===== src/rtl/core/aubc_pkg.sv =====
// shared types and constants of the adam update core
package aubc_pkg;

    localparam int unsigned IDX_W = 6;
    localparam int unsigned CFG_W = 48;

    typedef enum logic [1:0] {
        CFG_FIRST_DECAY  = 2'd0,
        CFG_SECOND_DECAY = 2'd1,
        CFG_STEP_RATE    = 2'd2,
        CFG_ROOT_OFFSET  = 2'd3
    } t_cfg_idx;

    localparam logic [1:0] FUNC_LOAD   = 2'd0;
    localparam logic [1:0] FUNC_UPDATE = 2'd1;

    typedef enum logic [1:0] {
        OP_LOAD,
        OP_UPD,
        OP_READ,
        OP_SKIP
    } t_op;

    typedef struct packed {
        logic [1:0]        func;
        logic [IDX_W-1:0]  index;
        logic signed [31:0] lower_bound;
        logic signed [31:0] upper_bound;
        logic signed [31:0] gradient;
        logic              grad_valid;
    } t_in;

    typedef struct packed {
        logic [IDX_W-1:0]   out_index;
        logic signed [31:0] position;
        logic               overflow;
    } t_out;

    typedef struct packed {
        t_op                op;
        logic [IDX_W-1:0]   index;
        logic signed [31:0] lower_bound;
        logic signed [31:0] upper_bound;
        logic signed [31:0] gradient;
    } t_job;

    typedef struct packed {
        logic signed [31:0] pos;
        logic signed [31:0] m;
        logic [47:0]        v;
        logic signed [31:0] lo;
        logic signed [31:0] hi;
    } t_row;

endpackage


===== src/rtl/core/aubc_front.sv =====
// front end: classifies accepted items and queues them for the back end
module aubc_front (
    input  logic          i_clk,
    input  logic          i_rst_n,
    input  logic          start,
    output logic          busy,
    input  aubc_pkg::t_in i_item,
    input  logic          i_pop,
    output logic          o_empty,
    output aubc_pkg::t_job o_head
);
    import aubc_pkg::*;

    t_job       r_q [2];
    logic       r_wp;
    logic       r_rp;
    logic [1:0] r_cnt;
    t_job       job;
    logic       push;

    always_comb begin
        job.index       = i_item.index;
        job.lower_bound = i_item.lower_bound;
        job.upper_bound = i_item.upper_bound;
        job.gradient    = i_item.gradient;
        priority if (i_item.func == FUNC_LOAD) begin
            job.op = OP_LOAD;
        end else if (i_item.func == FUNC_UPDATE) begin
            job.op = i_item.grad_valid ? OP_UPD : OP_SKIP;
        end else begin
            job.op = OP_READ;
        end
    end

    assign busy    = (r_cnt == 2'd2);
    assign push    = start && !busy;
    assign o_empty = (r_cnt == 2'd0);
    assign o_head  = r_q[r_rp];

    always_ff @(posedge i_clk) begin
        if (push) begin
            r_q[r_wp] <= job;
        end
    end

    always_ff @(posedge i_clk) begin
        if (!i_rst_n) begin
            r_wp  <= 1'b0;
            r_rp  <= 1'b0;
            r_cnt <= 2'd0;
        end else begin
            if (push) begin
                r_wp <= ~r_wp;
            end
            if (i_pop) begin
                r_rp <= ~r_rp;
            end
            r_cnt <= r_cnt + 2'(push) - 2'(i_pop);
        end
    end

endmodule


===== config.mk =====
export PLATFORM = sky130hd
export DESIGN_NAME = aubc_front
export DESIGN_NICKNAME = d
export VERILOG_FILES = /design/src/rtl/core/aubc_pkg.sv /design/src/rtl/core/aubc_front.sv
export SDC_FILE = /design/constraint.sdc
export NUM_CORES = 1
export LEC_CHECK = 0
export BUFFER_PORTS_ARGS = -buffer_cell sky130_fd_sc_hd__buf_2
export CORE_MARGIN = 2
export CORE_UTILIZATION = 47
export DETAILED_ROUTE_END_ITERATION = 10
export PLACE_DENSITY = 0.79
export SYNTH_ARGS = -nofsm -noshare
export SYNTH_HDL_FRONTEND = slang
export SYNTH_SLANG_ARGS = --single-unit

===== constraint.sdc =====
create_clock -name i_clk -period 6.55 [get_ports i_clk]
set_clock_uncertainty 0.05 [all_clocks]
set_input_delay 1.31 -clock i_clk [delete_from_list [all_inputs] [get_ports i_clk]]
set_output_delay 1.31 -clock i_clk [all_outputs]
set_load 0.01 [all_outputs]

==> flow_summary_export.csv, run 1 <==
group,metric,value,unit
run_status,outcome,"finished clean",
routing,wire_per_inst,17.3,µm
global_route,grt_max_degree,71,
final_layout,finish.utilization,60.4,%
clocking,ctsLongestPathBuffers,3,
sta,fin_crit,4.13,ns
sta,drv_slew,0,
logic_synthesis,netlist_area,0.00800,mm²
setup_path,arrival,2.77,ns
worst_hold_path,hp-class,"reg -> reg",
die,die_h,134,µm
clocking,postCtsSetupBuffers,0,
power_and_ir_drop,power_density,361,mW/mm²
setup_path,crit_path_end_kind,"output pin",
routing,drc_errors,0,
clocking,cts_tree,"yes",
job,drv_cap,0,
clocking,clock_latency,0.49,ns
clocking,cts_hold_buffers,0,
sta,timing.fmax,242,MHz
final_layout,area_growth,25.2,%
clocking,clockRootBuffer,"clkbuf_16",
final_layout,nets,694,
setup_path,critPathKind,"reg -> out",
power_and_ir_drop,irDropWorstVdd,0.288,mV
logic_synthesis,ys_ff_latch,213,
global_route,grt-ovfl-total,0,
setup_path,worstSetupStartpointType,"flip-flop",
sta,finalSetupTns,0,ns
clocking,cts.sinks,213,
final_layout,layout_commonest_cell,"buf_2",
clocking,path_clk_slew,0.06,ns
placement,place.gp.congestion,0.713,
clocking,numCtsBuffers,23,
global_route,grt_pass1_wl,21300,µm
global_route,grt_use_total,15.1,%
setup_path,critPathRequiredTime,5.19,ns
die,pin_count,215,
final_layout,num_antenna_cells,0,
sta,worst_slew_pin_slew,1.14,ns
global_route,first_global_vias,4216,
routing,route.vias.total,3997,
logic_synthesis,yosysUniqueCellTypes,19,
logic_synthesis,synth_top_area_share,78.1,%
setup_path,cp_max_fo,70,
sta,setup_viol,0,
final_layout,final_cell_mix,"214 x buf_2, 208 x edfxtp_1, 60 x mux2_4",
routing,viasPerCell,4.90,
routing,wl,14100,µm
placement,place_hpwl,9260,µm
routing,dr.pass1.iters,4,
die,initial_core_util,48.2,%
die,die_area,0.0181,mm²
sta,relSlewSlack,24.2,%
routing,ant_nets,0,
final_layout,final_area,0.0100,mm²
power_and_ir_drop,p_leak,3.91,nW
routing,drt-initial-drc-count,175,
final_layout,drive_gt1_share,60.4,%
logic_synthesis,synth_cells,352,
global_route,antenna_found_initial,1,
logic_synthesis,synth_area_per_cell,22.7,µm²
logic_synthesis,yosysWarningCount,0,
die,num_rows,47,
logic_synthesis,yosysTopAreaCell,"edfxtp_1",
die,die_w,134,µm
placement,place_area,0.00928,mm²
sta,fin_crit_sh,63.1,%
clocking,htree_levels,1,
final_layout,fillers,1214,
sta,rsz0062_at_grt,"no",
placement,portBuffers,214,
die,core-area,0.0166,mm²
sta,finalHoldViolCount,0,
logic_synthesis,synth_area_leaders,"edfxtp_1 78%, mux2_4 11%, mux2_2 6.2%, dfxtp_1 1.3%, buf_6 0.99%",
logic_synthesis,ys_seq_area_share,79.3,%
clocking,cts_resized,0,
logic_synthesis,syn_nets,463,
sta,hold_ws,0.457,ns
==> area by class of cell <==
class	instances	area, µm²	share of cell area [%]
flip-flops and latches	213	6350	63.4
multi-input cells	123	1540	15.3
repair buffers	218	1100	11.0
clock buffers	23	576	5.75
well taps	220	275	2.75
clock inverters	15	159	1.59
inverters	4	15.0	0.150
==> state kept, by name, summed over array words and instances, names as in the netlist, named ones only <==
signal	cells
r_cnt	2
r_rp	1
r_wp	1
r_q	208
==> synthesized netlist by cell type, drive strengths merged <==
cell / count
xor2: 1
and2: 1
inv: 4
dfxtp: 5
mux2i: 1
nand2b: 2
nor2: 5
mux2: 104
and3: 1
a21o: 1
buf: 12
ha: 2
nand2: 2
edfxtp: 208
nor2b: 1
xnor2: 2
==> worst paths after layout <==
path / slack (ns) / endpoint / start / depth (start not counted)
max: 2.42 / o_head[28] / flip-flop / 3
min: 0.46 / flip-flop / r_rp$_SDFFE_PN0P_ / 2
max reg2reg: 4.06 / r_q[0][66]$_DFFE_PP_ / r_cnt[0]$_SDFF_PN0_ / 5
min reg2reg: 0.46 / flip-flop / r_rp$_SDFFE_PN0P_ / 2
==> power by group <==
| part | internal, W | leakage (nW) | switching (W) |
|---|---|---|---|
| clock network | 0.000756 | 0.359 | 0.000487 |
| logic | 0.000274 | 1.57 | 0.000300 |
| registers | 0.00173 | 1.98 | 0.0000672 |
| total | 0.00276 | 3.91 | 0.000854 |
==> logic make-up (layout without fill, tap and decap cells) <==
family | Yosys count | after routing | synth area share [%]
DFF | 213 | 213 | 79.3
muxes | 105 | 105 | 17.6
buffers and inverters | 16 | 260 | 1.61
and+or+nand+nor | 12 | 12 | 0.720
xor gates and xnor gates | 3 | 3 | 0.329
adders and majority gates | 2 | 2 | 0.313
AOI/OAI and AO/OA | 1 | 1 | 0.0939
==> stage by stage <==
step	power, W	instances	setup slack [ns]
after floorplan	0.00220	352	0.201
after global placement	0.00238	778	2.87
after detailed placement	0.00241	778	2.83
after CTS	0.00367	816	2.30
after global routing	0.00377	816	2.21
final	0.00362	816	2.42
==> critical path, stage by stage (launching register included) <==
cell and delay, ns:
dfxtp_4 1.05, buf_4 0.67, mux2_2 0.40, buf_2 0.14
==> per-layer routing <==
| metal | track usage (%) | wire (µm) | share of wire [%] | up-vias |
|---|---|---|---|---|
| met5 | 0 | 13 | 0.092 | - |
| met4 | 3.63 | 285 | 2.0 | 2 |
| met3 | 5.44 | 1270 | 9.0 | 27 |
| met2 | 26.0 | 6970 | 49 | 172 |
| met1 | 18.1 | 5570 | 39 | 1951 |
| li1 | - | - | - | 1845 |
(Power assumes the default switching activity.)
==> inputs of run 2 (changes only) <==
- CORE_UTILIZATION: 47 -> 52
- PLACE_DENSITY: 0.79 -> 0.83
- clock period: 6.55 -> 3.97 ns (I/O delays scaled with it)
==> flow_summary_export.csv, run 2 (synthesis gave the netlist of run 1 again) <==
group,metric,value,unit
run_status,outcome,"finished clean",
routing,ant_nets,0,
setup_path,rr_worst_depth,3,
setup_path,timing.reg2reg.setup_slack,1.94,ns
clocking,cts.sinks,213,
sta,setup_viol,0,
die,die_h,128,µm
final_layout,drive_gt1_share,59.0,%
sta,drv_slew,0,
global_route,grt_use_total,16.5,%
global_route,grt-ovfl-total,0,
sta,relSlewSlack,43.0,%
setup_path,cp_max_fo,38,
die,die_area,0.0164,mm²
sta,finalSetupTns,0,ns
sta,worst_slew_pin_slew,0.856,ns
placement,place.gp.congestion,0.709,
routing,drt-initial-drc-count,191,
routing,dr.pass1.iters,4,
clocking,postCtsSetupBuffers,0,
global_route,antenna_found_initial,0,
sta,fin_crit,2.79,ns
setup_path,critPathKind,"reg -> out",
final_layout,largest_reg_flops,208,
routing,drc_errors,0,
clocking,htree_levels,1,
routing,wl,14100,µm
clocking,numCtsBuffers,22,
die,die_w,128,µm
placement,place_hpwl,9360,µm
worst_hold_path,hp-class,"in -> reg",
final_layout,top_register,"r_q",
power_and_ir_drop,power_density,590,mW/mm²
placement,dp.cells,747,
setup_path,reg2reg_from,"r_cnt[0]$_SDFF_PN0_",
setup_path,cp-endpoint,"o_head[31]",
sta,finalHoldViolCount,0,
power_and_ir_drop,irDropWorstVdd,0.517,mV
setup_path,worstSetupStartpointType,"flip-flop",
clocking,clock_latency,0.49,ns
routing,viasPerCell,5.05,
routing,route.vias.total,3973,
sta,fin_crit_sh,70.3,%
setup_path,critPathRequiredTime,3.13,ns
placement,portBuffers,214,
final_layout,final_cell_mix,"214 x buf_2, 208 x edfxtp_1, 60 x mux2_4",
job,drv_cap,0,
setup_path,crit_path_end_kind,"output pin",
final_layout,reg_top3,"r_q x208, r_cnt x2",
sta,timing.fmax,358,MHz
final_layout,layout_commonest_cell,"buf_2",
clocking,cts_resized,0,
clocking,cts_hold_buffers,0,
final_layout,area_growth,24.6,%
final_layout,num_antenna_cells,0,
setup_path,arrival,1.95,ns
die,core-area,0.0151,mm²
die,pin_count,215,
clocking,cts_tree,"yes",
clocking,ctsLongestPathBuffers,3,
sta,rsz0062_at_grt,"no",
final_layout,nets,694,
power_and_ir_drop,p_leak,3.90,nW
die,initial_core_util,53.0,%
routing,wire_per_inst,17.9,µm
global_route,grt_max_degree,64,
die,num_rows,45,
setup_path,r2r-end,"r_q[1][62]$_DFFE_PP_",
global_route,grt_pass1_wl,21000,µm
global_route,first_global_vias,4047,
final_layout,finalNonFillerCells,786,
clocking,path_clk_slew,0.06,ns
clocking,clockRootBuffer,"clkbuf_16",
==> run 2: final cells by class <==
class,instances,area (µm²)
Sequential cell,213,6350
Fill cell,1059,5130
Multi-Input combinational cell,123,1540
Timing Repair Buffer,219,1130
Clock buffer,29,598
Tap cell,188,235
Clock inverter,10,95.1
Inverter,4,15.0
==> run 2: worst min-delay path by stage <==
stage | startpoint | to | depth (start not counted)
2_1_floorplan | r_rp$_SDFFE_PN0P_ | flip-flop | 2
3_3_place_gp | r_rp$_SDFFE_PN0P_ | r_rp$_SDFFE_PN0P_ | 2
3_5_place_dp | r_rp$_SDFFE_PN0P_ | flip-flop | 2
4_1_cts | i_item[36] | r_q[1][35]$_DFFE_PP_ | 1
5_1_grt | i_item[34] | r_q[0][33]$_DFFE_PP_ | 1
6_report | i_item[19] | r_q[0][18]$_DFFE_PP_ | 1
==> run 2: critical path, stage by stage (launching register included) <==
cell and delay (ns):
dfxtp_4 0.39, buf_4 0.49, mux2_2 0.42, buf_2 0.15
==> run 2: stage by stage <==
stage	hold slack, ns	setup WS (ns)	utilization [%]	total power (W)	instance area (µm²)
global route	0.417	1.08	66.0	0.00612	9960
global placement	0.445	1.61	61.4	0.00394	9270
floorplan	0.430	0.195	-	0.00360	8010
CTS	0.419	1.15	66.0	0.00594	9960
finish	0.444	1.18	66.0	0.00588	9960
detailed placement	0.469	1.56	61.4	0.00399	9270
==> run 2: layer usage <==
| layer | track usage (%) | vias to the layer above | routed length, µm |
|---|---|---|---|
| met2 | 28.7 | 183 | 7150 |
| met3 | 5.68 | 26 | 1290 |
| met5 | 0 | - | 0 |
| li1 | - | 1847 | - |
| met4 | 4.52 | 0 | 306 |
| met1 | 19.8 | 1917 | 5310 |
==> run 2: power breakdown <==
group          internal [W]  switching, W
sequential          0.00286     0.0000811
combinational      0.000458      0.000528
clock               0.00118      0.000770
