$ cat src/rtl/core/aubc_div.sv
// restoring divider, one quotient bit per cycle
module aubc_div (
    input  logic        i_clk,
    input  logic        i_rst_n,
    input  logic        i_start,
    input  logic [62:0] i_num,
    input  logic [36:0] i_den,
    output logic        o_done,
    output logic [62:0] o_quot
);
    logic [62:0] r_n;
    logic [62:0] r_quot;
    logic [36:0] r_den;
    logic [37:0] r_rem;
    logic [5:0]  r_cnt;
    logic        r_run;
    logic        r_done;
    logic [37:0] rem_sh;

    assign rem_sh = {r_rem[36:0], r_n[62]};
    assign o_done = r_done;
    assign o_quot = r_quot;

    always_ff @(posedge i_clk) begin
        if (!i_rst_n) begin
            r_run  <= 1'b0;
            r_done <= 1'b0;
            r_cnt  <= 6'd0;
        end else begin
            r_done <= 1'b0;
            if (i_start) begin
                r_n    <= i_num;
                r_den  <= i_den;
                r_rem  <= 38'd0;
                r_quot <= 63'd0;
                r_cnt  <= 6'd62;
                r_run  <= 1'b1;
            end else if (r_run) begin
                r_n <= {r_n[61:0], 1'b0};
                if (rem_sh >= {1'b0, r_den}) begin
                    r_rem  <= rem_sh - {1'b0, r_den};
                    r_quot <= {r_quot[61:0], 1'b1};
                end else begin
                    r_rem  <= rem_sh;
                    r_quot <= {r_quot[61:0], 1'b0};
                end
                r_cnt <= r_cnt - 6'd1;
                if (r_cnt == 6'd0) begin
                    r_run  <= 1'b0;
                    r_done <= 1'b1;
                end
            end
        end
    end

endmodule

$ cat config.mk
export PLATFORM = sky130hd
export DESIGN_NAME = aubc_div
export DESIGN_NICKNAME = d
export VERILOG_FILES = /design/src/rtl/core/aubc_div.sv
export SDC_FILE = /design/constraint.sdc
export NUM_CORES = 1
export LEC_CHECK = 0
export BUFFER_PORTS_ARGS = -buffer_cell sky130_fd_sc_hd__buf_2
export CAP_MARGIN = 10
export CORE_MARGIN = 2
export CORE_UTILIZATION = 30
export CTS_CLUSTER_DIAMETER = 100
export DETAILED_ROUTE_END_ITERATION = 6
export SYNTH_ARGS = -nofsm -noshare
export SYNTH_HDL_FRONTEND = slang
export SYNTH_SLANG_ARGS = --single-unit
$ cat constraint.sdc
create_clock -name i_clk -period 5.5 [get_ports i_clk]
set_clock_uncertainty 0.15 [all_clocks]
set_input_delay 0.55 -clock i_clk [delete_from_list [all_inputs] [get_ports i_clk]]
set_output_delay 0.55 -clock i_clk [all_outputs]
set_load 0.02 [all_outputs]
==> results of run 1 <==
[state kept, by name, indices dropped and copies added, names as in the netlist]
signal	cells
r_den	37
o_quot	63
o_done	1
r_rem	37
r_run	1
r_cnt	6
r_n	63
[kinds of logic (layout without fill, tap and decap cells)]
kind of cell | Yosys count | after routing | share of synthesized area (%)
DFF | 208 | 208 | 59.4
adders and majority gates | 40 | 40 | 4.89
muxes | 63 | 63 | 6.83
xor gates and xnor gates | 30 | 30 | 2.53
buffers and inverters | 84 | 268 | 3.49
AOI/OAI and AO/OA | 163 | 163 | 10.6
and+or+nand+nor | 244 | 244 | 12.3
other | 0 | 2 | 0
[critical path: stages, from the launching register on]
cell	delay, ps
edfxtp_1	380
inv_1	70
ha_1	160
inv_1	60
fa_1	400
a21o_1	220
a221o_1	370
a221o_1	450
o21bai_2	160
and4bb_4	290
or2_4	380
nor2_1	130
a22o_1	230
[per-stage QoR]
step | cells | setup slack (ps)
after global placement | 1426 | 1890
final | 1473 | 1790
after floorplan | 832 | 325
after detailed placement | 1426 | 1810
after global routing | 1473 | 1570
after CTS | 1471 | 1770
[layer usage]
metal / GRT usage, % / share of wire [%] / vias up
met4: 3.85 / 2.7 / 6
met5: 0 / 0.14 / -
li1: - / - / 3397
met3: 3.60 / 7.5 / 42
met1: 16.6 / 44 / 3286
met2: 20.6 / 46 / 168
[worst paths after layout]
check	startpoint	end	slack (ps)	cells after the start
setup / recovery	r_n[62]	r_rem[35]	1790	12
hold / removal	i_den[12]	r_den[12]	30	1
setup reg to reg	r_n[62]	r_rem[35]	1790	12
hold reg to reg	r_n[4]	r_n[5]	390	1
[synthesized netlist by cell type (all sizes together) (13+ instances only)]
cell	number	area (µm²)
edfxtp	200	6010
nand2	77	289
nor2b	65	407
mux2	63	709
a21oi	55	275
inv	52	195
ha	39	488
nor2	36	138
o21ai	27	135
xnor2	17	149
a21o	16	120
buf	16	108
clkbuf	16	60.1
a211oi	13	128
xor2	13	114
[power groups by stage]
stage / combinational (W) / clock [W] / sequential, W
final: 0.000849 / 0.00168 / 0.00195
after CTS: 0.000857 / 0.00174 / 0.00195
after global routing: 0.000953 / 0.00179 / 0.00196
after global placement: 0.000839 / 0 / 0.00198
after detailed placement: 0.000850 / 0 / 0.00198
after floorplan: 0.000617 / 0 / 0.00201
[cell type report]
class	instances	area (µm²)	share of cell area [%]
clock buffers	31	669	5.35
clock inverters	14	165	1.32
repair buffers	171	887	7.09
diodes	2	5.00	0.0400
flip-flops and latches	208	6170	49.2
well taps	455	569	4.55
inverters	52	195	1.56
multi-input cells	540	3860	30.9
==> out/qor.txt, run 1 <==
Outcome: finished clean
Die W: 190 µm
Commonest non-fill, non-tap cell in the layout: edfxtp_1
CP Launch Type: flop
Post-DRT Antenna Nets: 0
Number of synthesized register bits: 208
DR vias/cell: 4.68
Final Hold Fails: 0
Avg Inst Size Synth: 12.5 µm²
WL/cell: 15.9 µm
Total global routing overflow: 0
Synth cell types: 67
Setup violations, final: 0
Die ar.: 36,100 µm²
Internal power: 0.00325 W
Drt total wl: 23,400 µm
Port Buffers: 166
Worst vdd ir: 211 µV
CTS H-tree lvls: 1
Largest net degree at the start of global routing: 88
Normalized max-slew margin: 38.6%
Worst Path Required: 5630 ps
Setup repair after global routing missed its margin: false
DRC violations left: 0
Core Rows: 68
Predominant post-synthesis flop cell: edfxtp_1
# Post-CTS Setup Buffers: 0
Fmax: 0.269 GHz
Fraction of layout cells with a size suffix above 1: 28.8%
Sw Share: 27.5%
Std-Cell Core Area: 34,300 µm²
Register area share after synthesis: 59.4%
Overall Power: 0.00448 W
Critical path type: reg2reg
Gr usage total: 12.8%
Clock power frac: 37.6%
Syn Inst Count: 832
Most frequent cells in the layout: edfxtp_1 (200), buf_2 (165), nand2_1 (77), nor2b_1 (65), mux2_2 (63)
Cts hold-fix bufs: 0
Clock Tree Buf Depth: 3
Net Switching: 0.00123 W
Area Growth Syn to Fin: 20.6%
FILL cells: 3,402
Worst-skew pair later-pin latency: 550 ps
HPWL Detailed: 15,900 µm
Combinational share of power: 18.9%
Flop pwr share: 43.5%
CTS clk-pin slew, worst paths: 60 ps
Leak pwr: 4.95 nW
Ports: 167
Final Cycle Share: 67.5%
Hold WS: 31.7 ps
WP data arrival: 3840 ps
Post-CTS sizing: 0
Die Y: 190 µm
Number of global-route vias before repair: 7,020
Async set-reset flop share out of synthesis: 0%
Worst-path maximum fanout: 29
HP Class: in2reg
Post-Syn Area: 10,400 µm²
Worst-Margin Slew: 921 ps
Design area: 12,500 µm²
Final RePlAce weighted congestion: 0.802
Nets: 1,142
Initial antenna violation count: 5
Yosys Warn Count: 0
DR pass1 iterations: 5
CTS sink count: 208
CP Capture Type: flop
First-pass GRT wire length: 37,200 µm
Initial cell density of the core: 30.3%
Syn_nets: 975
Area post-placement: 11,700 µm²
Slew Limit Fails: 0
Tmin final: 3710 ps
Root buf cell: clkbuf_16
TritonCTS clock tree: built
Number of synthesized flops with an enable pin: 200
CTS buffer count: 26
Sum of negative setup slack: 0 ps
Final Util: 36.5%
Initial DRC Count: 340
Power density over the cells: 358 nW/µm²
Vias post-DR: 6,899
Max Cap Viol: 0
Note: power is estimated with default switching activity, not from simulation.
==> inputs of run 2 (changes only) <==
Settings changed: ABC_AREA set to 1.
Clock period 5.5 ns to 3.1 ns, I/O delays scaled along.
==> out/qor.txt, run 2 <==
Ports: 167
Async set-reset flop share out of synthesis: 0%
Port Buffers: 166
Post-synth top area share: 52.3%
Power density over the cells: 591 nW/µm²
Final RePlAce weighted congestion: 0.897
Synth cell types: 38
DR pass1 iterations: 5
CTS clk-pin slew, worst paths: 60 ps
Delay-heaviest family, CP: simple AND/OR/NAND/NOR gates
CTS buffer count: 24
Sum of negative setup slack: 0 ps
Sw Share: 30.7%
Die ar.: 39,800 µm²
CTS H-tree lvls: 1
CP Capture Type: flop
Top cells by area, synth: edfxtp_1 (52%), nand2_1 (18%), inv_1 (8.3%)
Normalized max-slew margin: 53.2%
Post-DRT Antenna Nets: 0
Die W: 200 µm
Largest net degree at the start of global routing: 151
Largest area contributor in the netlist: edfxtp_1
Fmax: 0.367 GHz
Syn_nets: 1,547
Number of synthesized flops with an enable pin: 200
Crit Reg-Reg Endpoint: r_rem[14]
Final Cycle Share: 87.9%
WP data arrival: 2820 ps
CP max stage delay: 390 ps
Avg Inst Size Synth: 8.17 µm²
Number of synthesized register bits: 208
Leak pwr: 7.33 nW
CP startpoint: r_rem[28]
Die Y: 200 µm
R2r setup slk: 380 ps
Number of global-route vias before repair: 9,299
Worst Path Required: 3190 ps
Flop pwr share: 40.6%
Combinational share of power: 25.0%
Crit path to: r_rem[14]
Internal power: 0.00607 W
Slowest library cell on the worst path: edfxtp_1
Critical Path, Cell by Cell: ha_1 > nand2_1 > inv_1 > a21oi_1 > nand2_1 > a21oi_2 > nand4_4 > buf_4 > nand2_1 > a21oi_1
Worst-Margin Slew: 703 ps
Initial cell density of the core: 30.5%
Vias post-DR: 9,554
HPWL Detailed: 21,300 µm
Predominant post-synthesis flop cell: edfxtp_1
Worst-skew pair later-pin latency: 520 ps
Commonest non-fill, non-tap cell in the layout: nand2_1
Critical path type: reg2reg
Slew Limit Fails: 0
CP Launch Type: flop
Worst path bufs/invs: 2
Std-Cell Core Area: 37,700 µm²
Syn Inst Count: 1,404
Initial antenna violation count: 2
Setup violations, final: 0
Post-Syn Area: 11,500 µm²
Final Util: 39.3%
CTS sink count: 208
Yosys Warn Count: 0
Hold WS: 125 ps
Area Growth Syn to Fin: 29.0%
First-pass GRT wire length: 47,500 µm
Setup repair after global routing missed its margin: false
WL/cell: 13.8 µm
Core Rows: 71
Clock power frac: 34.3%
Worst-path maximum fanout: 15
R2R depth: 10
Clock Tree Buf Depth: 3
Nets: 1,817
Max Cap Viol: 0
Worst r2r src: r_rem[28]
Root buf cell: clkbuf_16
Worst vdd ir: 514 µV
HP Class: in2reg
Final Hold Fails: 0
DRC violations left: 0
# Post-CTS Setup Buffers: 0
Initial DRC Count: 539
Most common cell on crit path: nand2_1
Tmin final: 2720 ps
Register area share after synthesis: 53.7%
Outcome: finished clean
Most frequent cells in the layout: nand2_1 (549), inv_1 (254), edfxtp_1 (200), buf_2 (165), nor2_1 (143)
DR vias/cell: 4.33
Net Switching: 0.00268 W
Drt total wl: 30,500 µm
Crit path depth: 10
TritonCTS clock tree: built
Gr usage total: 15.1%
Total global routing overflow: 0
Top-count cell post-synth: nand2_1
Fraction of layout cells with a size suffix above 1: 14.2%
Most frequent cells after synthesis: nand2_1 (550), inv_1 (255), edfxtp_1 (200), nor2_1 (143), nand3_1 (44)
-- run 2: metal layers --
layer	up-vias	global-route usage [%]	wire, µm
met5	-	0	0
met3	34	2.65	1810
li1	4897	-	-
met1	4383	20.1	13900
met2	240	25.6	14300
met4	0	3.32	494
-- run 2: timing repair --
| action | 4_1_cts | 5_1_grt |
|---|---|---|
| hold endpoints to repair | 106 | 0 |
| resized for setup | 0 | 0 |
| endpoints found under the setup margin | 0 | 0 |
| hold buffers | 101 | 0 |
-- run 2: worst min-delay path by stage --
stage	startpoint	to	slack, ps	cells past startpoint
floorplan	i_rst_n	r_cnt[5]	260	2
global placement	i_den[27]	r_den[27]	340	1
detailed placement	i_den[13]	r_den[13]	340	1
CTS	i_start	r_cnt[1]	100	3
global route	i_start	r_run	110	3
finish	i_start	r_run	130	3
-- run 2: through the flow --
step	power (W)	instance area, µm²	setup WS [ps]	instances
final	0.00875	14800	376	2205
after floorplan	0.00508	11500	436	1404
after detailed placement	0.00569	12900	355	2058
after global placement	0.00567	12900	365	2058
after CTS	0.00883	14800	352	2203
after global routing	0.00924	14800	179	2205
-- run 2: tightest hold or removal path: cells and delay by family --
family / cells / cell delay, ps
buffers and inverters: 1 / 120
AO/OA/AOI/OAI: 1 / 130
AND/OR/NAND/NOR: 1 / 190
-- run 2: cell families after synthesis --
family | synth area share [%]
compound gates | 2.93
xor+xnor | 1.30
simple gates | 27.7
buf+inv | 9.93
fa+ha+maj | 4.43
flops | 53.7
-- run 2: power by group through the flow --
stage          registers, W  logic, W  clock network [W]
2_1_floorplan       0.00368   0.00140                  0
3_3_place_gp        0.00360   0.00207                  0
3_5_place_dp        0.00361   0.00208                  0
4_1_cts             0.00356   0.00219            0.00308
5_1_grt             0.00359   0.00247            0.00318
6_report            0.00356   0.00219            0.00300
-- run 2: area by class of cell --
class,instances,area (µm²)
Antenna cell,2,5.00
Inverter,259,972
Tap cell,511,639
Fill cell,3881,22900
Clock inverter,7,82.6
Sequential cell,208,6170
Clock buffer,37,763
Timing Repair Buffer,277,1990
Multi-Input combinational cell,904,4190
==> inputs of run 3 (changes only) <==
Settings changed: BUFFER_PORTS_ARGS -buffer_cell sky130_fd_sc_hd__buf_2 to unset, DONT_BUFFER_PORTS set to 1.
==> out/qor.txt, run 3 (same netlist as run 2, synthesis figures left out) <==
Outcome: finished clean
Total global routing overflow: 0
Slowest library cell on the worst path: edfxtp_1
Worst Hold Launch: i_start
Port Buffers: 0
Initial antenna violation count: 5
First-pass GRT wire length: 46,300 µm
CTS H-tree lvls: 1
Sum of negative setup slack: 0 ps
HPWL Detailed: 20,500 µm
Number of global-route vias before repair: 8,856
Worst-Margin Slew: 885 ps
Drt total wl: 29,700 µm
CTS clk-pin slew, worst paths: 60 ps
Most frequent cells in the layout: nand2_1 (549), inv_1 (254), edfxtp_1 (200), nor2_1 (143), dlygate4sd3_1 (102)
Slew Limit Fails: 0
Worst Path Required: 3300 ps
Hold EP: r_n[12]
Tmin final: 2770 ps
FILL cells: 3,891
Area post-placement: 12,100 µm²
Initial cell density of the core: 30.5%
Fmax: 0.361 GHz
Critical path type: reg2reg
Ports: 167
CTS buffer count: 25
R2R depth: 10
Setup violations, final: 0
Normalized max-slew margin: 40.9%
Worst-skew pair later-pin latency: 530 ps
# Post-CTS Setup Buffers: 0
Setup repair after global routing missed its margin: false
Die W: 200 µm
Die Y: 200 µm
Worst r2r src: r_rem[27]
Fraction of layout cells with a size suffix above 1: 4.79%
Area Growth Syn to Fin: 21.0%
Vias post-DR: 8,990
DR vias/cell: 4.40
CP max stage delay: 420 ps
Most common cell on crit path: a21oi_1
Hold Crit Depth: 3
Final Cycle Share: 89.4%
Power density over the cells: 605 nW/µm²
Hold WS: 164 ps
Leak pwr: 6.61 nW
WL/cell: 14.5 µm
CP Launch Type: flop
Largest net degree at the start of global routing: 152
Root buf cell: clkbuf_16
DRC violations left: 0
Commonest non-fill, non-tap cell in the layout: nand2_1
Final Util: 36.9%
Crit Reg-Reg Endpoint: r_rem[12]
CTS sink count: 208
Std-Cell Core Area: 37,700 µm²
Max Cap Viol: 0
Gr usage total: 14.8%
R2r setup slk: 330 ps
Final RePlAce weighted congestion: 0.883
Design area: 13,900 µm²
Post-DRT Antenna Nets: 0
Worst-path maximum fanout: 18
Clock Tree Buf Depth: 3
HP Class: in2reg
Die ar.: 39,800 µm²
Initial DRC Count: 550
WP data arrival: 2980 ps
Nets: 1,651
TritonCTS clock tree: built
DR pass1 iterations: 5
Core Rows: 71
Worst vdd ir: 466 µV
Final Hold Fails: 0
Critical Path, Cell by Cell: ha_1 > nand2_1 > inv_1 > a21oi_1 > nand2_1 > a21oi_1 > nand2_2 > nand2_4 > nand3_1 > a21oi_1
CP Capture Type: flop
[run 3: cell count changes in the layout (fill, tap and decap cells not counted), moves of 2 or more]
cell	previous run	this run
clkbuf_16	27	25
diode_2	2	5
clkinv_2	3	6
clkbuf_8	5	0
buf_2	165	0
buf_12	6	3
clkinvlp_4	0	2
[run 3: timing repair]
item                                   CTS  global route
resized for setup                        0             0
hold buffers                           103             0
setup endpoints to repair                0             0
endpoints found under the hold margin  190             0
[run 3: worst max-delay path: cells and delay by family (launching register included)]
kind,cells,cell delay (ps)
buffers and inverters,1,60
AOI/OAI and AO/OA,3,780
and+or+nand+nor,5,810
adders and majority gates,1,360
DFF,1,420
[run 3: routing by layer]
| metal | vias up | share of wire, % | GRT usage, % | routed length (µm) |
|---|---|---|---|---|
| met5 | - | 0 | 0 | 0 |
| met4 | 0 | 1.6 | 3.48 | 467 |
| met3 | 27 | 6.2 | 3.29 | 1830 |
| met2 | 225 | 47 | 24.9 | 14000 |
| met1 | 4170 | 45 | 19.2 | 13400 |
| li1 | 4568 | - | - | - |
[run 3: area by class of cell]
type | count | area [µm²] | area share [%]
sequential | 208 | 6170 | 44.4
timing repair buffer | 110 | 1140 | 8.20
clock buffer | 29 | 641 | 4.61
inverter | 259 | 972 | 7.00
multi-input combinational | 904 | 4190 | 30.1
clock inverter | 15 | 129 | 0.928
tap | 511 | 639 | 4.61
antenna | 5 | 12.5 | 0.0901
[run 3: how the worst max path moves through the flow]
stage                     startpoint        end  slack (ps)  cells past startpoint
after floorplan              i_start  o_quot[0]         440                      4
after global placement     r_rem[29]  r_rem[33]         380                     11
after detailed placement   r_rem[18]  r_rem[34]         350                     11
after CTS                  r_rem[18]  r_rem[34]         340                     11
after global routing       r_rem[27]  r_rem[33]         130                     11
final                      r_rem[27]  r_rem[12]         330                     10
[run 3: stage by stage]
stage / setup slack, ps / instances / total power (W)
after floorplan: 436 / 1404 / 0.00508
after global placement: 375 / 1889 / 0.00549
after detailed placement: 346 / 1889 / 0.00552
after CTS: 335 / 2036 / 0.00850
after global routing: 133 / 2041 / 0.00889
final: 328 / 2041 / 0.00840
[run 3: report_power, final]
group / total (W) / internal [W] / leakage, nW / switching, W
sequential: 0.00367 / 0.00344 / 2.02 / 0.000225
combinational: 0.00195 / 0.000674 / 4.21 / 0.00128
clock: 0.00278 / 0.00164 / 0.376 / 0.00114
