===== src/rtl/core/aubc_sqrt.sv =====
// bit-serial integer square root, one root bit per cycle
module aubc_sqrt (
    input  logic        i_clk,
    input  logic        i_rst_n,
    input  logic        i_start,
    input  logic [62:0] i_radicand,
    output logic        o_done,
    output logic [31:0] o_root
);
    logic [63:0] r_x;
    logic [34:0] r_rem;
    logic [31:0] r_root;
    logic [4:0]  r_cnt;
    logic        r_run;
    logic        r_done;
    logic [34:0] rem_sh;
    logic [34:0] trial;

    assign rem_sh = {r_rem[32:0], r_x[63:62]};
    assign trial  = {1'b0, r_root, 2'b01};
    assign o_done = r_done;
    assign o_root = r_root;

    always_ff @(posedge i_clk) begin
        if (!i_rst_n) begin
            r_run  <= 1'b0;
            r_done <= 1'b0;
            r_cnt  <= 5'd0;
        end else begin
            r_done <= 1'b0;
            if (i_start) begin
                r_x    <= {1'b0, i_radicand};
                r_rem  <= 35'd0;
                r_root <= 32'd0;
                r_cnt  <= 5'd31;
                r_run  <= 1'b1;
            end else if (r_run) begin
                r_x <= {r_x[61:0], 2'b00};
                if (rem_sh >= trial) begin
                    r_rem  <= rem_sh - trial;
                    r_root <= {r_root[30:0], 1'b1};
                end else begin
                    r_rem  <= rem_sh;
                    r_root <= {r_root[30:0], 1'b0};
                end
                r_cnt <= r_cnt - 5'd1;
                if (r_cnt == 5'd0) begin
                    r_run  <= 1'b0;
                    r_done <= 1'b1;
                end
            end
        end
    end

endmodule


===== config.mk =====
export PLATFORM = sky130hd
export DESIGN_NAME = aubc_sqrt
export DESIGN_NICKNAME = d
export VERILOG_FILES = /design/src/rtl/core/aubc_sqrt.sv
export SDC_FILE = /design/constraint.sdc
export NUM_CORES = 1
export LEC_CHECK = 0
export BUFFER_PORTS_ARGS = -buffer_cell sky130_fd_sc_hd__buf_2
export CAP_MARGIN = 20
export CORE_ASPECT_RATIO = 1.25
export CORE_MARGIN = 2
export CORE_UTILIZATION = 45
export DETAILED_ROUTE_END_ITERATION = 10
export GPL_TIMING_DRIVEN = 0
export HOLD_SLACK_MARGIN = 0.1
export PLACE_DENSITY = 0.68
export REMOVE_ABC_BUFFERS = 1
export SETUP_SLACK_MARGIN = 0.3
export SLEW_MARGIN = 0
export SYNTH_ARGS = -nofsm -noshare
export SYNTH_HDL_FRONTEND = slang
export SYNTH_SLANG_ARGS = --single-unit

===== constraint.sdc =====
create_clock -name i_clk -period 10.36 [get_ports i_clk]
set_input_delay 1.036 -clock i_clk [delete_from_list [all_inputs] [get_ports i_clk]]
set_output_delay 1.036 -clock i_clk [all_outputs]
set_load 0.1 [all_outputs]

==> impl.org, run 1 <==
** Final layout
- The number of antenna diodes in the final layout is 0.
- Proportion of layout cells with a drive suffix above 1 :: 0.268
- Multi-input logic area :: 0.00335 mm2
- Relative to the synthesized area, the layout overhead comes to 17.2%.
- Fill cells in the final layout number 1536.
- Area taken by flip-flops and latches :: 0.00401 mm2
- For this run, the post-layout net count is 866.

** Synthesis
- Count of flip-flops with a built-in enable after synthesis :: 129
- In the synthesized netlist, the number of instances is 672.
- In this run, synthesis produced a sequential element count of 136.
- Mapped Avg Cell Area :: 11.4 um2
- Largest cells by area after synthesis :: edfxtp_1 51%, mux2_2 9.0%, ha_1 5.9%
- The share of the Yosys chip area taken by registers is 0.524.
- Warnings from Yosys :: 0
- Synthesis instantiated 59 different standard cells from the library.
- Fraction of registers with async set/reset :: 0
- Post-synth design cell area :: 0.00767 mm2
- Leading register cell type out of synthesis :: edfxtp_1
- Post-synth top area cell :: edfxtp_1
- The share of synthesized area in the top cell type comes to 0.505.

** Place
- Placement Setup Slack :: 6.80 ns
- Dpl hpwl :: 11100 um
- PortBufs :: 98
- GPL Wtd Cong :: 0.879

** Power and ir drop
- Dividing total power by cell area gives a power density of 187 mW/mm2.
- Across the VDD grid, the largest voltage drop is 96.7 uV.
- Standby leakage power :: 3.67 nW

** Detailed routing
- Wires add up to 15500 um.
- Average wire per cell in the routed design :: 15.5 um
- Number of optimization iterations in the first detailed-route pass :: 7
- In the routed design, unresolved DRC markers number 0.
- Detailed routing inserted a total of 5380 vias.
- Starting DRT DRC Count :: 315
- Number of nets with antenna violations after detailed routing :: 0
- Via-per-instance ratio :: 5.41

** GRT
- Via count of the first global-routing pass :: 5527
- Global routing finished with a remaining overflow of 0.
- The first global-routing pass estimated 26000 um of wire.
- Maximum number of pins on one net before global-route repair :: 73
- For this run, the total global-route usage over all layers was measured as 0.180.
- The number of antenna violations at the first check in global routing was 0.

** Floorplanning
- For this design the top-level I/O count stands at 99.
- The initialized floorplan defines 53 standard-cell rows.
- From left edge to right edge, the die measures 121 um.
- From bottom edge to top edge, the die measures 150 um.
- CORE AREA :: 0.0168 mm2
- The initial utilization of the core area, before any placement, comes to 0.457.
- Die ar. :: 0.0181 mm2

** Clocking
- Hold buffer count at cts :: 0
- The longest clock path from root to sink contains 2 buffers.
- Clock tree synthesis selected as its root buffer the cell clkbuf_16.
- The H-tree generated during clock tree synthesis spans 4 levels.
- TritonCTS built the clock tree.
- The number of setup buffers added after CTS is 0.
- Post-cts repair resize count :: 0
- Buffers inserted during clock tree synthesis total 17.
- Number of sinks handled by clock tree synthesis :: 136
- Clock edge transition at the registers on the reported setup and hold paths :: 0.06 ns
- Insertion delay of the later-clocked pin in the worst-skew pair :: 0.42 ns

** Worst setup path
- Data arrival time of the critical path :: 3.83 ns
- The critical path in this run is classified as flip-flop to flip-flop.
- Critical path required time :: 10.60 ns
- STA classifies the critical path startpoint as a flip-flop.
- Crit Path Max Fanout :: 14
- STA classifies the critical path endpoint as a flip-flop.

** Status
- Status :: finished, final reports clean

** STA
- Final Hold Fails :: 0
- RSZ-0062 raised after global routing :: no
- Setup Total Neg Slack :: 0 ns
- Once routing completed, OpenROAD measured the worst setup slack at 6.77 ns.
- Final period utilization :: 0.346
- Min cycle time layout :: 3.59 ns
- Based on the critical path, the design can be clocked at up to 0.279 GHz.
- The number of pins exceeding their max-slew limit in the final report was 0.
- Slew headroom :: 0.488
- Across the routed clock network, the largest skew measured is 0.0106 ns.
- At the pin with the least slew margin, the transition time is 0.768 ns.
- Setup violations remaining at the end of the flow were counted as 0.
- Worst hold-check slack :: 0.538 ns

** Job
- Max-cap violations in this run came to 0.

** Min path
- Hold Path Class :: flip-flop to flip-flop
[flip-flops by register name (all words and copies together) (netlist names)]
register	flops
o_done	1
o_root	32
r_cnt	5
r_rem	33
r_run	1
r_x	64
[synth_stat cells (all sizes together) (9+ instances only)]
master / number
edfxtp: 129
nor2: 72
mux2: 61
inv: 45
a21oi: 41
nand2: 40
ha: 36
o21ai: 26
nand3: 21
xnor2: 21
a21o: 18
clkbuf: 18
buf: 12
mux2i: 12
nor3: 10
o21a: 9
[metal layers]
metal,vias to the layer above,part of all wire,global-route usage
li1,2660,-,-
met1,2577,0.42,0.214
met2,124,0.51,0.310
met3,19,0.056,0.0553
met4,0,0.015,0.0576
met5,-,0,0
[per-stage QoR]
stage                     area [um2]  instances  power [mW]  utilization
after floorplan                 7520        642       0.995            -
after detailed placement        8410        965        1.09        0.501
after global routing            8990        995        1.76        0.536
after global placement          8290        960        1.08        0.494
final                           8990        995        1.68        0.536
after CTS                       8990        995        1.70        0.536
[cell usage in the layout, fill, tap and decap left out, types with 5 or more instances in the layout]
master / n
mux2i_1: 12
nor3_1: 10
xnor2_1: 21
nand2_1: 40
a21boi_0: 7
a31oi_1: 6
edfxtp_1: 129
and3_1: 5
a21o_1: 18
mux2_2: 61
dfxtp_1: 7
clkbuf_16: 17
ha_1: 36
xor2_1: 6
nor2_1: 72
inv_1: 45
buf_2: 97
o21a_1: 8
a21oi_1: 40
o21ai_0: 23
nand4_1: 5
nand3_1: 21
[critical path: stages (launching register included)]
cell and delay, ns:
edfxtp_1 0.36, inv_1 0.07, ha_1 0.41, a21oi_1 0.13, o22ai_1 0.46, o31ai_4 0.17
a2111oi_2 0.41, or2_1 0.67, nand2_1 0.41, o31ai_1 0.32
[cell type report]
type,count,share of cell area
well taps,220,0.0306
repair buffers,103,0.0671
inverters,45,0.0188
clock buffers,17,0.0473
multi-input cells,461,0.372
clock inverters,13,0.0173
flip-flops and latches,136,0.447
[logic make-up after synthesis]
logic type	share of synthesized area
compound gates	0.125
buf+inv	0.0410
fa+ha+maj	0.0588
xor+xnor	0.0308
mux	0.105
flops	0.524
simple gates	0.116
[report_power, final]
| group | internal (mW) | switching, mW |
|---|---|---|
| combinational | 0.153 | 0.254 |
| clock | 0.374 | 0.225 |
| sequential | 0.659 | 0.0181 |
[path summary, 6_finish.rpt]
kind | cells after the start | start | to | slack [ns]
worst max-delay path | 9 | o_root[4] | r_rem[20] | 6.77
worst min-delay path | 1 | r_x[61] | r_x[63] | 0.54
worst max register to register | 9 | o_root[4] | r_rem[20] | 6.77
worst min register to register | 1 | r_x[61] | r_x[63] | 0.54
Note: power is estimated with default switching activity, not from simulation.
==> run 2, diff against run 1 <==
- PLACE_DENSITY: 0.68 -> 0.7
- clock period: 10.36 -> 3.1 ns (I/O delays scaled with it)
==> run 2 against run 1 <==
Worst hold slack got worse by 0.37 ns. Worst setup slack got worse by 6.5 ns. Routed wire length up 8.4%. Critical path depth is 1 higher. Flip-flop and latch count unchanged. Highest routed layer unchanged. Register-to-register slack got worse by 6.5 ns. First-iteration DRC count grew 25%. Sequential power rose to 3.4 times the previous value. Global-route usage increased by 0.63 points. Via count rose by 5.4%. Design area rose by 6.8%.
==> impl.org, run 2 (synthesis gave the netlist of run 1 again) <==
** Final layout
- Final standard cell utilization of the core :: 0.572 (+0.0363)
- Multi-input logic area :: 0.00379 mm2 (+13%)
- The area growth from synthesis to layout is 25.2%.
- The number of diodes added for antenna fixing is 0 (unchanged).
- The layout cell share with drive strength beyond 1 came to 0.355 (+0.0868).
- More flip-flops sit in one register than any other, and that register is r_x.
- Final design area excluding fillers :: 0.00960 mm2 (+6.8%)
- The flip-flop count of the largest register after layout came to 64 (unchanged).
- Non-filler cells, final :: 1014 (+1.9%)
- The library cell used most frequently in the layout, excluding fill and tap cells, is edfxtp_1.
- The number of filler instances in the final layout was 1393 (-9.3%).
- Leaving out fill and tap cells, the most frequent cells in the layout are 129 x edfxtp_1, 97 x buf_2, 66 x nor2_1, 61 x mux2_2, 42 x inv_1.
- The area of all sequential standard cells is 0.00401 mm2 (unchanged).
- The net count reported at finish is 885 (+2.2%).

** Clocking
- Insertion delay of the later-clocked pin in the worst-skew pair :: 0.43 ns (about the same)
- TritonCTS built the clock tree.
- Clock root buffer master :: clkbuf_16
- Clock edge transition at the registers on the reported setup and hold paths :: 0.06 ns (about the same)
- Longest Clk Path Bufs :: 2 (unchanged)
- The H-tree depth reported by CTS is 4 (unchanged).
- The count of clock tree sinks is 136 (unchanged).
- TritonCTS Buffers :: 17 (unchanged)
- Hold buffer count at cts :: 0 (unchanged)

** Floorplanning
- CORE AREA :: 0.0168 mm2 (unchanged)
- Vertical die dimension :: 150 um (unchanged)
- The die area is 0.0181 mm2 (unchanged).
- The number of top-level pins came to 99 (unchanged).
- The initial standard-cell utilization of the core is 0.457 (unchanged).
- Horizontal die dimension :: 121 um (unchanged)
- Number of standard-cell rows in the floorplan :: 53 (unchanged)

** Worst setup path
- R2R cell count :: 10 (+1)
- In this run the critical register-to-register path is captured at r_rem[7].
- Worst r2r src :: o_root[2]
- Critical path required time :: 3.27 ns (-7.33 ns)
- STA classifies the critical path endpoint as a flip-flop.
- The worst-path maximum fanout was 8 (-6).
- The register-to-register setup slack is 0.22 ns (-6.55 ns).
- Kind of start point of the critical path :: flip-flop
- The most critical setup path has its startpoint at o_root[2].
- The data arrival at the endpoint of the critical path was 3.04 ns (-0.79 ns).
- The critical path is of the flip-flop to flip-flop type.

** Power and ir drop
- Clock network fraction of design power :: 0.329 (-0.027)
- The proportion of power drawn by flip-flops and latches came to 0.391 (-0.011).
- The internal power summed over all cells came to 4.04 mW (+240%).
- The net switching power figure was 1.78 mW (+260%).
- Net Sw Frac :: 0.307 (+0.0113)
- The logic gate share of total power came to 0.280 (+0.038).
- Power per cell area :: 607 mW/mm2 (+220%)
- The worst voltage drop across the vdd grid is 371 uV (+280%).
- The leakage power figure was 3.79 nW (+3.2%).
- Overall power of the completed layout :: 5.82 mW (+250%)

** Place
- Placement Setup Slack :: -0.455 ns (-7.26 ns)
- The cell area after placement came to 0.00841 mm2 (unchanged).
- The routability congestion estimate is 0.924 (+5.1%).
- PortBufs :: 98 (unchanged)
- Placed cells :: 965 (unchanged)
- The detailed placer's ending HPWL is 11100 um (about the same).

** STA
- The max-slew headroom at the worst pin came to 0.505 (+0.0169).
- The transition time at the pin with the least slew margin is 0.743 ns (-0.0253 ns).
- The final period demand of the worst path is 2.88 ns (-0.712 ns).
- Setup repair after global routing could not meet its margin everywhere.
- The number of hold-slack violations in the final timing report was 0 (unchanged).
- The number of pins exceeding their max-slew limit in the final report came to 0 (unchanged).
- The total negative setup slack came to 0 ns (unchanged).
- The final worst slack came to 0.223 ns (-6.55 ns).
- The worst hold margin was 0.165 ns (-0.374 ns).
- The final-report setup violation count is 0 (unchanged).
- Worst Skew :: 0.0162 ns (+0.00562 ns)
- The maximum achievable frequency came to 0.348 GHz (+25%).
- The post-route fraction of the period consumed by the critical path was 0.928 (+0.582).

** Min path
- The worst hold path begins at i_radicand[1].
- Worst Hold End :: r_x[1]
- Number of cells traversed by the worst hold path :: 2 (+1)
- Hold Path Class :: primary input to flip-flop

** Detailed routing
- Via-per-instance ratio :: 5.59 (+3.4%)
- The routed length per instance was 16.5 um (+6.4%).
- The starting DRC count in detailed routing came to 393 (+25%).
- The post-detailed-route count of antenna-violating nets was 0 (unchanged).
- Total number of vias :: 5668 (+5.4%)
- The count of TritonRoute iterations in the first routing pass was 5 (-2).
- The total wirelength of the detailed-routed design was 16800 um (+8.4%).
- Number of design rule violations left after detail routing :: 0 (unchanged)

** GRT
- The number of global-route vias before repair came to 5714 (+3.4%).
- Global route total overflow :: 0 (unchanged)
- Overall fraction of global-route tracks in use :: 0.186 (+0.00631)
- Antenna violations before repair :: 0 (unchanged)
- Maximum number of pins on one net before global-route repair :: 65 (-11%)
- First-pass GRT wire length :: 26800 um (+3.4%)

** Status
- The flow ran to the end, and the final reports show no timing, DRC or antenna violations.

** Job
- The number of max-cap violations came to 0 (unchanged).
[run 2: cell types whose count changed in the layout (fill, tap and decap cells not counted), moves of 5 or more]
cell / delta
a21oi_1: -9
ha_4: +13
ha_1: -17
buf_4: +15
a21oi_2: +5
nor2_1: -6
[run 2: worst max path at each step]
stage / endpoint / depth (start not counted) / slack [ns]
after CTS: r_rem[3] / 11 / 0.30
final: r_rem[7] / 10 / 0.22
after global placement: r_x[7] / 2 / -3.73
after detailed placement: r_rem[20] / 10 / -0.46
after floorplan: r_rem[20] / 10 / -0.86
after global routing: r_rem[3] / 9 / 0.08
[run 2: what timing repair did]
item | in CTS | in global routing
pin swaps | 12 | 18
endpoints found under the setup margin | 33 | 31
resized for setup | 40 | 50
gates cloned | 0 | 2
buffers inserted | 5 | 12
[run 2: layout make-up]
cell class              count  share of cell area
clock buffers              17              0.0443
clock inverters            13              0.0136
inverters                  45              0.0176
multi-input cells         461               0.395
flip-flops and latches    136               0.418
well taps                 220              0.0287
repair buffers            122              0.0821
[run 2: per-layer routing]
layer | share of wire | up-vias | track usage
met5 | 0 | - | 0
met4 | 0.030 | 0 | 0.0791
met3 | 0.067 | 46 | 0.0606
met2 | 0.50 | 207 | 0.317
met1 | 0.40 | 2710 | 0.215
li1 | - | 2705 | -
[run 2: power groups by stage]
stage | Clock (mW) | Sequential [mW] | Combinational (mW)
4_1_cts | 1.97 | 2.27 | 1.45
2_1_floorplan | 0 | 2.48 | 0.845
6_report | 1.92 | 2.28 | 1.63
5_1_grt | 2.03 | 2.29 | 1.76
3_5_place_dp | 0 | 2.30 | 1.35
3_3_place_gp | 0 | 2.31 | 1.29
[run 2: critical path, stage by stage, from the launching register on]
cell	delay, ns
edfxtp_1	0.35
inv_1	0.06
ha_1	0.38
nand4_1	0.18
a21oi_4	0.26
o31ai_4	0.15
a2111oi_4	0.47
or2_4	0.31
clkbuf_16	0.21
mux2i_1	0.19
nor2_1	0.06
==> run 3, diff against run 2 <==
- RECOVER_POWER: not set -> 50
==> run 3 against run 2 <==
Critical path depth stayed put. Sequential share of layout area is 0.17 points higher. Worst hold slack worse by 0.0017 ns. Worst setup slack worse by 0.018 ns.
==> impl.org, run 3 (synthesis gave the netlist of run 1 again) <==
** Worst setup path
- The depth of the most critical reg-to-reg path was 10 (unchanged).
- The critical path in this run is classified as flip-flop to flip-flop.
- Kind of start point of the critical path :: flip-flop
- The worst setup path is captured at a flip-flop.
- The worst-path maximum fanout came to 8 (unchanged).
- Cell-by-cell trace of the critical path :: inv_1 -> ha_1 -> nand4_1 -> a21oi_4 -> o31ai_4 -> a2111oi_4 -> or2_4 -> clkbuf_16 -> mux2i_1 -> nor2_1
- Among all stages on the critical path, the largest delay is contributed by a2111oi_4.
- Combined buffer and inverter count along the critical path :: 2 (unchanged)
- The largest stage delay on the critical path came to 0.47 ns (about the same).
- The cell family contributing the most delay on the critical path is compound AO/OA/AOI/OAI gates.
- Critical path required time :: 3.27 ns (about the same)
- The cell depth of the worst setup path was 10 (unchanged).
- The data arrival at the endpoint of the critical path came to 3.06 ns (+0.02 ns).

** Detailed routing
- The routed length per instance came to 16.6 um (+0.39%).
- Number of optimization iterations in the first detailed-route pass :: 5 (unchanged)
- Number of nets with antenna violations after detailed routing :: 0 (unchanged)
- In this run the top signal layer used is met4.
- Via-per-instance ratio :: 5.60 (+0.16%)
- Total number of vias :: 5677 (+0.16%)
- The met3 layer wire length in the routed design came to 1100 um (-2.2%).
- The total routed wire length on the met1 layer came to 6760 um (+0.76%).
- The starting DRC count in detailed routing is 382 (-2.8%).
- The met2 wire length was 8470 um (+0.43%).
- Post-detailed-routing wire length :: 16800 um (+0.39%)
- The residual DRC count was 0 (unchanged).

** STA
- The setup clock skew after layout was 0.0157 ns (-0.000434 ns).
- The post-route fraction of the period consumed by the critical path came to 0.934 (+0.00580).
- Minimum setup slack in the final design :: 0.205 ns (-0.0180 ns)
- The final period demand of the worst path was 2.89 ns (+0.0180 ns).
- Final Hold Fails :: 0 (unchanged)
- Worst hold-check slack :: 0.163 ns (-0.00174 ns)
- The final-report setup violation count came to 0 (unchanged).
- Pin slew with the least headroom to its limit :: 1.46 ns (+0.715 ns)
- Max Transition Viols Final :: 0 (unchanged)
- The maximum achievable frequency came to 0.345 GHz (-0.62%).
- The max-slew headroom at the worst pin is 0.0286 (-0.476).
- Setup repair after global routing could not meet its margin everywhere.
- The total negative setup slack was 0 ns (unchanged).

** Place
- The routability congestion estimate was 0.924 (unchanged).
- The detailed placer's ending HPWL came to 11100 um (unchanged).
- The number of I/O port buffers was 98 (unchanged).
- Placement Setup Slack :: -0.455 ns (unchanged)

** Min path
- The min-delay analysis places its worst path in the category primary input to flip-flop.
- The number of cells on the worst hold path was 2 (unchanged).

** Floorplanning
- The initial standard-cell utilization of the core is 0.457 (unchanged).
- Horizontal die dimension :: 121 um (unchanged)
- The number of top-level pins is 99 (unchanged).
- The die area came to 0.0181 mm2 (unchanged).
- The core region area came to 0.0168 mm2 (unchanged).
- Vertical die dimension :: 150 um (unchanged)
- The number of core rows came to 53 (unchanged).

** GRT
- Maximum number of pins on one net before global-route repair :: 65 (unchanged)
- The number of antenna violations at the first check in global routing came to 0 (unchanged).
- The global-route wire length before repair was 26800 um (unchanged).
- Global route total overflow :: 0 (unchanged)
- The global router's overall resource usage came to 0.186 (unchanged).
- Via count of the first global-routing pass :: 5714 (unchanged)

** Final layout
- Compared with the post-synthesis result, the final layout area differs by 24.7%.
- The layout cell share with drive strength beyond 1 came to 0.325 (-0.0302).
- Leading cell type in the layout, fill and taps excluded :: edfxtp_1
- The flip-flop count of the largest register after layout came to 64 (unchanged).
- NumNets Final :: 885 (unchanged)
- The library cells used most frequently in the layout, excluding fill and tap cells, are 129 x edfxtp_1, 73 x buf_2, 66 x nor2_1, 61 x mux2_2, 42 x inv_1.
- Largest Register :: r_x
- Final standard cell utilization of the core :: 0.570 (-0.00231)
- Antenna diodes :: 0 (unchanged)

** Clocking
- Insertion delay of the later-clocked pin in the worst-skew pair :: 0.43 ns (about the same)
- Number of sinks handled by clock tree synthesis :: 136 (unchanged)
- TritonCTS clock tree :: built
- TritonCTS Buffers :: 17 (unchanged)
- Clock edge transition at the registers on the reported setup and hold paths :: 0.06 ns (about the same)
- Level count of the clock H-tree :: 4 (unchanged)
- Hold buffer count at cts :: 0 (unchanged)
- CTS placed an instance of clkbuf_16 at the clock tree root.
- The buffer depth of the longest clock path is 2 (unchanged).

** Power and ir drop
- The leakage power figure was 3.72 nW (-2.0%).
- The cell area power density was 609 mW/mm2 (+0.39%).
- The total power after layout was 5.82 mW (about the same).
- The worst voltage drop across the vdd grid came to 371 uV (about the same).

** Job
- The number of max-cap violations was 0 (unchanged).

** Status
- The run finished with clean final reports.
[run 3: cell count changes in the layout (fill, tap and decap cells not counted), sizes merged]
cell    change
buf        -25
clkbuf     +25
[run 3: power breakdown]
group | internal (mW) | switching, mW
logic | 0.663 | 0.962
registers | 2.20 | 0.0733
clock network | 1.16 | 0.752
total | 4.03 | 1.79
[run 3: final cells by class]
type,count,area [um2]
clock buffer,17,425
clock inverter,13,130
fill,1404,7220
inverter,45,169
multi-input combinational,461,3790
sequential,136,4010
tap,220,275
timing repair buffer,122,756
[run 3: path summary, 6_finish.rpt]
path	from	to	slack (ns)
max	o_root[2]	r_rem[7]	0.21
min	i_radicand[1]	r_x[1]	0.16
max reg2reg	o_root[2]	r_rem[7]	0.21
min reg2reg	r_x[50]	r_x[52]	0.55
[run 3: timing repair]
action,4_1_cts,5_1_grt
gates resized for setup,40,50
pin swaps,12,18
setup endpoints to repair,33,31
buffers inserted,5,12
cloned,0,2
[run 3: layer usage]
metal / up-vias / GRT usage
li1: 2699 / -
met1: 2724 / 0.215
met2: 206 / 0.317
met3: 48 / 0.0606
met4: 0 / 0.0791
met5: - / 0
[run 3: per-stage QoR]
step	cell area (um2)	std cells
6_report	9560	1014
2_1_floorplan	7520	642
4_1_cts	9200	1000
5_1_grt	9560	1014
3_5_place_dp	8410	965
3_3_place_gp	8290	960
